`config.mk`:
```
export PLATFORM = sky130hd
export DESIGN_NAME = rsp_packet_receiver_top_flat
export DESIGN_NICKNAME = d
export VERILOG_FILES = /design/src/hw/rtl/rspr_pkg.sv /design/src/hw/rtl/rspr_stream_if.sv /design/src/hw/rtl/rsp_packet_receiver_top.sv /design/src/hw/rtl/rspr_parser.sv /design/src/flat_wrapper.sv
export SDC_FILE = /design/constraint.sdc
export NUM_CORES = 1
export LEC_CHECK = 0
export BUFFER_PORTS_ARGS = -buffer_cell sky130_fd_sc_hd__buf_2
export CORE_ASPECT_RATIO = 0.7
export CORE_UTILIZATION = 45
export CTS_CLUSTER_DIAMETER = 30
export CTS_CLUSTER_SIZE = 16
export DETAILED_ROUTE_END_ITERATION = 8
export HOLD_SLACK_MARGIN = 0.15
export PLACE_DENSITY = 0.67
export SLEW_MARGIN = 30
export SYNTH_ARGS = -nofsm -noshare
export SYNTH_HDL_FRONTEND = slang
export SYNTH_SLANG_ARGS = --single-unit
```
`constraint.sdc`:
```
create_clock -name clk -period 2.55 [get_ports clk]
set_input_delay 0.255 -clock clk [delete_from_list [all_inputs] [get_ports clk]]
set_output_delay 0.255 -clock clk [all_outputs]
set_load 0.01 [all_outputs]
```
`src/hw/rtl/rspr_pkg.sv`:
```
// ----------------------------------------------------------------------------
// rspr_pkg
// Shared types, character codes and helpers for the RSP packet receiver.
// ----------------------------------------------------------------------------
package rspr_pkg;

	localparam logic [7:0] START_CHAR  = 8'h24;
	localparam logic [7:0] END_CHAR    = 8'h23;
	localparam logic [7:0] ESC_CHAR    = 8'h7d;
	localparam logic [7:0] ESC_ADD     = 8'h20;
	localparam logic [7:0] ACK_GOOD    = 8'h2b;
	localparam logic [7:0] ACK_BAD     = 8'h2d;
	localparam logic [7:0] BAD_CKSUM   = 8'hff;

	typedef enum logic [2:0] {
		PH_HUNT    = 3'd0,
		PH_PAYLOAD = 3'd1,
		PH_ESCAPED = 3'd2,
		PH_CK_HIGH = 3'd3,
		PH_CK_LOW  = 3'd4
	} phase_t;

	typedef enum logic [1:0] {
		KIND_PAYLOAD = 2'd0,
		KIND_GOOD    = 2'd1,
		KIND_BAD     = 2'd2
	} kind_t;

	typedef struct packed {
		logic [7:0] rx_byte;
	} in_item_t;

	typedef struct packed {
		logic [1:0] item_kind;
		logic [7:0] data_byte;
		logic [7:0] received_sum;
		logic [7:0] computed_sum;
	} out_item_t;

	// hex digit decode: bit 4 set flags a character that is not a hex digit
	function automatic logic [4:0] hex_decode(input logic [7:0] c);
		logic [4:0] r;
		if (c >= 8'h30 && c <= 8'h39) begin
			r = {1'b0, 4'(c - 8'h30)};
		end else if (c >= 8'h41 && c <= 8'h46) begin
			r = {1'b0, 4'(c - 8'h37)};
		end else if (c >= 8'h61 && c <= 8'h66) begin
			r = {1'b0, 4'(c - 8'h57)};
		end else begin
			r = 5'h1f;
		end
		return r;
	endfunction

endpackage

```
`src/hw/rtl/rspr_stream_if.sv`:
```
// ----------------------------------------------------------------------------
// rspr_stream_if
// Valid/ready stream channel carrying one payload per transaction.
// ----------------------------------------------------------------------------
interface rspr_stream_if #(
	parameter type payload_t = logic [7:0]
) ();
	logic     valid;
	logic     ready;
	payload_t payload;

	modport source (output valid, output payload, input ready);
	modport sink   (input valid, input payload, output ready);
endinterface

```
`src/hw/rtl/rsp_packet_receiver_top.sv`:
```
// ----------------------------------------------------------------------------
// rsp_packet_receiver_top
// A byte that yields a result is registered in byte_s1, then in item_s2, which drives res.
// Throughput: one byte per cycle while the result side keeps taking.
// Reset (arst_n, async, active low): hunting for '$', sum and digit zero,
// both pipeline stages empty.
// ----------------------------------------------------------------------------
module rsp_packet_receiver_top
	import rspr_pkg::*;
(
	input  logic        clk,
	input  logic        arst_n,
	rspr_stream_if.sink   rx,
	rspr_stream_if.source res
);

	// Two registers: byte_s1 holds the accepted byte, item_s2 holds the result.
	// The parser's state advances only as the s1 byte moves on, so the frame
	// state stays in step with what has been delivered. A result waiting in
	// s2 still lets one more byte land in s1 (that is the skid).
	logic       valid_s1;
	logic [7:0] byte_s1;
	logic       valid_s2;
	out_item_t  item_s2;
	logic       advance;
	logic       step;
	logic       has_item;
	out_item_t  item;

	// s2 can be refilled when empty or when its transaction completes now
	assign advance  = !valid_s2 || res.ready;
	assign step     = valid_s1 && advance;
	assign rx.ready = !valid_s1 || advance;

	always_ff @(posedge clk or negedge arst_n) begin
		if (!arst_n) begin
			valid_s1 <= 1'b0;
		end else if (rx.ready) begin
			valid_s1 <= rx.valid;
		end
	end

	always_ff @(posedge clk) begin
		if (rx.valid && rx.ready) byte_s1 <= rx.payload.rx_byte;
	end

	rspr_parser u_parser (
		.clk      (clk),
		.arst_n   (arst_n),
		.step     (step),
		.rx_byte  (byte_s1),
		.has_item (has_item),
		.item     (item)
	);

	// result register: bytes with no result (hunting, escape, '#', high
	// digit) simply leave s2 empty
	always_ff @(posedge clk or negedge arst_n) begin
		if (!arst_n) begin
			valid_s2 <= 1'b0;
		end else if (advance) begin
			valid_s2 <= step && has_item;
		end
	end

	always_ff @(posedge clk) begin
		if (step && has_item) item_s2 <= item;
	end

	assign res.valid   = valid_s2;
	assign res.payload = item_s2;

	// backpressure only ever comes from a stalled result
	a_stall_cause: assert property (@(posedge clk) disable iff (!arst_n)
		!rx.ready |-> valid_s1 && valid_s2 && !res.ready)
		else $error("input stalled without a stalled result");

	a_payload_sums_zero: assert property (@(posedge clk) disable iff (!arst_n)
		valid_s2 && item_s2.item_kind == KIND_PAYLOAD |->
		item_s2.received_sum == 8'h00 && item_s2.computed_sum == 8'h00)
		else $error("payload transaction carries checksum fields");

	a_verdict: assert property (@(posedge clk) disable iff (!arst_n)
		valid_s2 && item_s2.item_kind != KIND_PAYLOAD |->
		(item_s2.item_kind == KIND_GOOD) ==
		(item_s2.received_sum == item_s2.computed_sum)
		&& item_s2.data_byte == ((item_s2.item_kind == KIND_GOOD) ? ACK_GOOD : ACK_BAD))
		else $error("frame end verdict or ack inconsistent");

	a_kind_range: assert property (@(posedge clk) disable iff (!arst_n)
		valid_s2 |-> item_s2.item_kind != 2'd3)
		else $error("unused result kind");

endmodule

```
`src/hw/rtl/rspr_parser.sv`:
```
// ----------------------------------------------------------------------------
// rspr_parser
// Frame state machine, running checksum and per-byte result decode.
// ----------------------------------------------------------------------------
module rspr_parser
	import rspr_pkg::*;
(
	input  logic       clk,
	input  logic       arst_n,
	input  logic       step,
	input  logic [7:0] rx_byte,
	output logic       has_item,
	output out_item_t  item
);

	phase_t     phase_q, phase_d;
	logic [7:0] running_sum_q, running_sum_d;
	logic [3:0] high_digit_q, high_digit_d;
	logic [4:0] hex;
	logic [7:0] rx_sum;
	logic       good;

	assign hex    = hex_decode(rx_byte);
	assign rx_sum = hex[4] ? BAD_CKSUM : {high_digit_q, hex[3:0]};
	assign good   = (rx_sum == running_sum_q);

	// next state
	always_comb begin
		phase_d = phase_q;
		unique case (phase_q)
			PH_PAYLOAD: begin
				if (rx_byte == END_CHAR) phase_d = PH_CK_HIGH;
				else if (rx_byte == ESC_CHAR) phase_d = PH_ESCAPED;
			end
			PH_ESCAPED: phase_d = PH_PAYLOAD;
			PH_CK_HIGH: phase_d = PH_CK_LOW;
			PH_CK_LOW:  phase_d = PH_HUNT;
			default: begin
				phase_d = (rx_byte == START_CHAR) ? PH_PAYLOAD : PH_HUNT;
			end
		endcase
	end

	// sum and checksum digit
	always_comb begin
		running_sum_d = running_sum_q;
		high_digit_d  = high_digit_q;
		unique case (phase_q)
			PH_PAYLOAD: begin
				if (rx_byte != END_CHAR) running_sum_d = running_sum_q + rx_byte;
			end
			PH_ESCAPED: running_sum_d = running_sum_q + rx_byte;
			PH_CK_HIGH: high_digit_d = hex[3:0];
			PH_CK_LOW:  ;
			default: begin
				if (rx_byte == START_CHAR) running_sum_d = '0;
			end
		endcase
	end

	// outputs
	always_comb begin
		has_item = 1'b0;
		item     = '0;
		unique case (phase_q)
			PH_PAYLOAD: begin
				has_item       = (rx_byte != END_CHAR) && (rx_byte != ESC_CHAR);
				item.item_kind = KIND_PAYLOAD;
				item.data_byte = rx_byte;
			end
			PH_ESCAPED: begin
				has_item       = 1'b1;
				item.item_kind = KIND_PAYLOAD;
				item.data_byte = rx_byte + ESC_ADD;
			end
			PH_CK_LOW: begin
				has_item          = 1'b1;
				item.item_kind    = good ? KIND_GOOD : KIND_BAD;
				item.data_byte    = good ? ACK_GOOD : ACK_BAD;
				item.received_sum = rx_sum;
				item.computed_sum = running_sum_q;
			end
			default: ;
		endcase
	end

	always_ff @(posedge clk or negedge arst_n) begin
		if (!arst_n) begin
			phase_q       <= PH_HUNT;
			running_sum_q <= '0;
			high_digit_q  <= '0;
		end else if (step) begin
			phase_q       <= phase_d;
			running_sum_q <= running_sum_d;
			high_digit_q  <= high_digit_d;
		end
	end

	a_ck_low_returns: assert property (@(posedge clk) disable iff (!arst_n)
		step && phase_q == PH_CK_LOW |=> phase_q == PH_HUNT)
		else $error("parser did not return to hunting after checksum");

	a_start_clears: assert property (@(posedge clk) disable iff (!arst_n)
		step && phase_q == PH_HUNT && rx_byte == START_CHAR |=>
		running_sum_q == 8'h00 && phase_q == PH_PAYLOAD)
		else $error("start character did not open a clean frame");

	a_idle_holds: assert property (@(posedge clk) disable iff (!arst_n)
		!step |=> $stable(phase_q) && $stable(running_sum_q))
		else $error("parser state moved without a byte");

endmodule

```
`src/flat_wrapper.sv`:
```
// flat-port wrapper written by rule: the top's interface ports become plain ports
module rsp_packet_receiver_top_flat import rspr_pkg::*;
  (clk, arst_n, rx_valid, rx_payload, rx_ready, res_valid, res_payload, res_ready);
  rspr_stream_if #(.payload_t(in_item_t)) rx_i ();
  rspr_stream_if #(.payload_t(out_item_t)) res_i ();
  input  logic clk;
  input  logic arst_n;
  input wire logic [$bits(rx_i.valid)-1:0] rx_valid;
  input wire logic [$bits(rx_i.payload)-1:0] rx_payload;
  output wire logic [$bits(rx_i.ready)-1:0] rx_ready;
  output wire logic [$bits(res_i.valid)-1:0] res_valid;
  output wire logic [$bits(res_i.payload)-1:0] res_payload;
  input wire logic [$bits(res_i.ready)-1:0] res_ready;
  assign rx_i.valid = rx_valid;
  assign rx_i.payload = rx_payload;
  assign rx_ready = rx_i.ready;
  assign res_valid = res_i.valid;
  assign res_payload = res_i.payload;
  assign res_i.ready = res_ready;
  rsp_packet_receiver_top u_core (.clk(clk), .arst_n(arst_n), .rx(rx_i), .res(res_i));
endmodule
```
==> flow_summary.json <==
{
  "grt_max_degree": 23,
  "drt_wl_total_mm": 7.21,
  "cp.buffers_inverters": 1,
  "power_density_nw_per_um2": 996,
  "dp_hpwl_mm": 5.21,
  "finalMaxSlewViolations": 0,
  "syn-cell-area_um2": 2880,
  "worst-r2r-setup-slack_ps": 40,
  "routedWlPerCell_um": 16.5,
  "fillers": 493,
  "hp-class": "in2reg",
  "core_area_um2": 5960,
  "fin_total_pwr_mw": 3.70,
  "crit_chain": "buf_4, or4b_4, o311ai_4, or3_4, a21o_1, nand4b_1, nor4_4, o21ai_1",
  "clk_latency_ps": 300,
  "hold_violations": 0,
  "die_h_um": 69.0,
  "yosysSeqAreaShare_pct": 50.2,
  "io_pins": 40,
  "cts_tree": "yes",
  "slowest_delay_ps": 580,
  "drc": 7,
  "synth_edf_count": 34,
  "outcome": "finished with violations",
  "p_sw_share_pct": 39.5,
  "clock_path_buffers": 2,
  "setup_viol": 0,
  "overflow": 0,
  "clkSlewWorstSetupHoldPaths_ps": 90,
  "syn2layout_area_growth_pct": 29.0,
  "initial_core_util_pct": 48.4,
  "cts_made_buffers": 5,
  "dieWidth_um": 97.6,
  "p_int_mw": 2.24,
  "hold_start": "res_ready",
  "clockPowerShare_pct": 14.7,
  "syn_inst": 280,
  "pwr-share-seq_pct": 39.1,
  "fin_crit_ps": 2510,
  "grt_setup_unrepaired": "true",
  "drt_first_pass_iters": 6,
  "grt_pass1_vias": 2109,
  "grt_pass1_wl_mm": 10.9,
  "ys_ff_latch": 51,
  "crit_start": "u_core.byte_s1[3]",
  "grt_util_all_layers_pct": 21.5,
  "required_ps": 2600,
  "slew_headroom_pct": 67.3,
  "nets": 390,
  "p_sw_mw": 1.46,
  "synth_async_sr_flop_share_pct": 33.3,
  "fin_setup_tns_ps": 0,
  "fin_worst_skew_ps": 9.10,
  "first_iter_violations": 205,
  "syn_avg_cell_area_um2": 10.3,
  "grt_antenna_before_repair": 0,
  "r2r_start": "u_core.byte_s1[3]",
  "power_leakage_nw": 1.59,
  "place_congestion": 0.880,
  "postRouteAntennaNets": 0,
  "cp-end-kind": "flip-flop",
  "critical_path.top_delay_family": "simple AND/OR/NAND/NOR gates",
  "ys.flop_type": "edfxtp_1",
  "crit_type": "reg2reg",
  "vias": 2376,
  "finalCritPeriodShare_pct": 98.3,
  "max_cap_violations": 0,
  "cts_sinks": 51,
  "worst_ep_arrival_time_ps": 2560,
  "fp.dieArea_um2": 6730,
  "crit_path_top_delay_cell": "or4b_4",
  "yosys_warnings": 0,
  "fin_util_pct": 62.4,
  "portBuffers": 39,
  "worst_pin_slew_ps": 490,
  "rows": 23,
  "n_antenna_cell": 0,
  "hold_slack_ps": 273,
  "failed_checks": "design-rule violations",
  "critPathMaxFanout": 4,
  "h-tree-depth": 2,
  "fmax_ghz": 0.399,
  "startpoint_type": "flip-flop",
  "ys_types": 50,
  "cts_root_buffer": "clkbuf_8",
  "drive_above_1_share_pct": 29.5,
  "vias_per_cell": 5.42,
  "pwr-share-comb_pct": 46.2,
  "syn-num-nets": 307,
  "ir_drop_mv": 0.616
}
[cell usage after synthesis, types with 4 or more instances]
master	instances	area share (%)
o31ai_1	5	1.3
nand2_1	27	3.5
inv_1	12	1.6
and3_1	5	1.1
o211ai_1	5	1.3
nand4_1	4	0.87
a21oi_1	14	2.4
ha_1	14	6.1
nor2_1	40	5.2
nor2b_1	8	1.7
o21ai_0	18	3.1
dfrtp_1	17	15
and2_1	5	1.1
a21o_1	4	1.0
nand2b_1	7	1.5
nand3_1	5	0.87
edfxtp_1	34	35
xor2_1	4	1.2
nor3_1	4	0.69
clkbuf_1	4	0.52
[repair_timing]
action                                 in CTS  in global routing
resized for setup                           4                 22
endpoints found under the hold margin      25                  1
pin swaps                                   0                  9
hold buffers                                9                  1
setup endpoints to repair                   5                  5
gates cloned                                0                  1
setup buffers                               0                  8
[final cells by class]
class | count | area (um2) | share of cell area (%)
Multi-Input combinational cell | 210 | 1480 | 39.8
Sequential cell | 51 | 1450 | 38.9
Clock buffer | 6 | 72.6 | 1.95
Clock inverter | 1 | 30.0 | 0.808
Inverter | 12 | 45.0 | 1.21
Tap cell | 75 | 93.8 | 2.52
Timing Repair Buffer | 83 | 551 | 14.8
[through the flow]
| stage | instances | instance area [um2] | setup WS [ps] |
|---|---|---|---|
| global route | 438 | 3720 | -67.7 |
| global placement | 412 | 3320 | 37.0 |
| detailed placement | 412 | 3320 | -28.5 |
| finish | 438 | 3720 | 43.2 |
| floorplan | 280 | 2880 | 57.7 |
| CTS | 428 | 3530 | -4.05 |
[final timing paths]
| path | to | cells after the start |
|---|---|---|
| min in group asynchronous | u_core.u_parser.phase_q[2] | 2 |
| hold reg to reg | u_core.u_parser.running_sum_q[3] | 2 |
| max in group asynchronous | u_core.u_parser.high_digit_q[0] | 2 |
| setup reg to reg | u_core.res.payload[18] | 8 |
| setup / recovery | u_core.res.payload[18] | 8 |
| hold / removal | u_core.valid_s1 | 3 |
[power groups by stage]
stage / Sequential [mW] / Combinational, mW / Clock (mW)
after floorplan: 1.51 / 0.928 / 0
after global placement: 1.45 / 1.53 / 0
after detailed placement: 1.46 / 1.55 / 0
after CTS: 1.44 / 1.60 / 0.555
after global routing: 1.49 / 1.89 / 0.590
final: 1.45 / 1.71 / 0.546
[state kept, by name, summed over array words and instances (netlist names)]
register                       flops
u_core.byte_s1                     8
u_core.u_parser.phase_q            3
u_core.res.payload                26
u_core.res.valid                   1
u_core.u_parser.running_sum_q      8
u_core.u_parser.high_digit_q       4
u_core.valid_s1                    1
[metal layers]
metal	up-vias	wire length, um	track usage, %
li1	1186	-	-
met4	0	21	3.41
met1	1108	3540	30.8
met5	-	0	0
met2	80	3070	32.8
met3	2	580	6.25
[kinds of logic after synthesis]
kind of cell | after synthesis | synth area share, %
AOI/OAI and AO/OA | 67 | 15.8
adders and majority gates | 15 | 6.77
and+or+nand+nor | 119 | 21.5
xor gates and xnor gates | 7 | 2.13
buffers and inverters | 20 | 3.21
DFF | 51 | 50.2
muxes | 1 | 0.391
[worst min-delay path, stage by stage]
cell and delay, ps:
buf_2 80, nand3b_1 130, nand2b_1 60
[layout by cell type (no fill, tap or decap), drive strengths merged, types with 10 or more instances in the layout]
cell / count
o21ai: 20
nor2: 40
dlygate4sd3: 10
edfxtp: 34
buf: 73
a21oi: 14
ha: 14
dfrtp: 17
nand2: 27
inv: 12
Note: power is estimated with default switching activity, not from simulation.
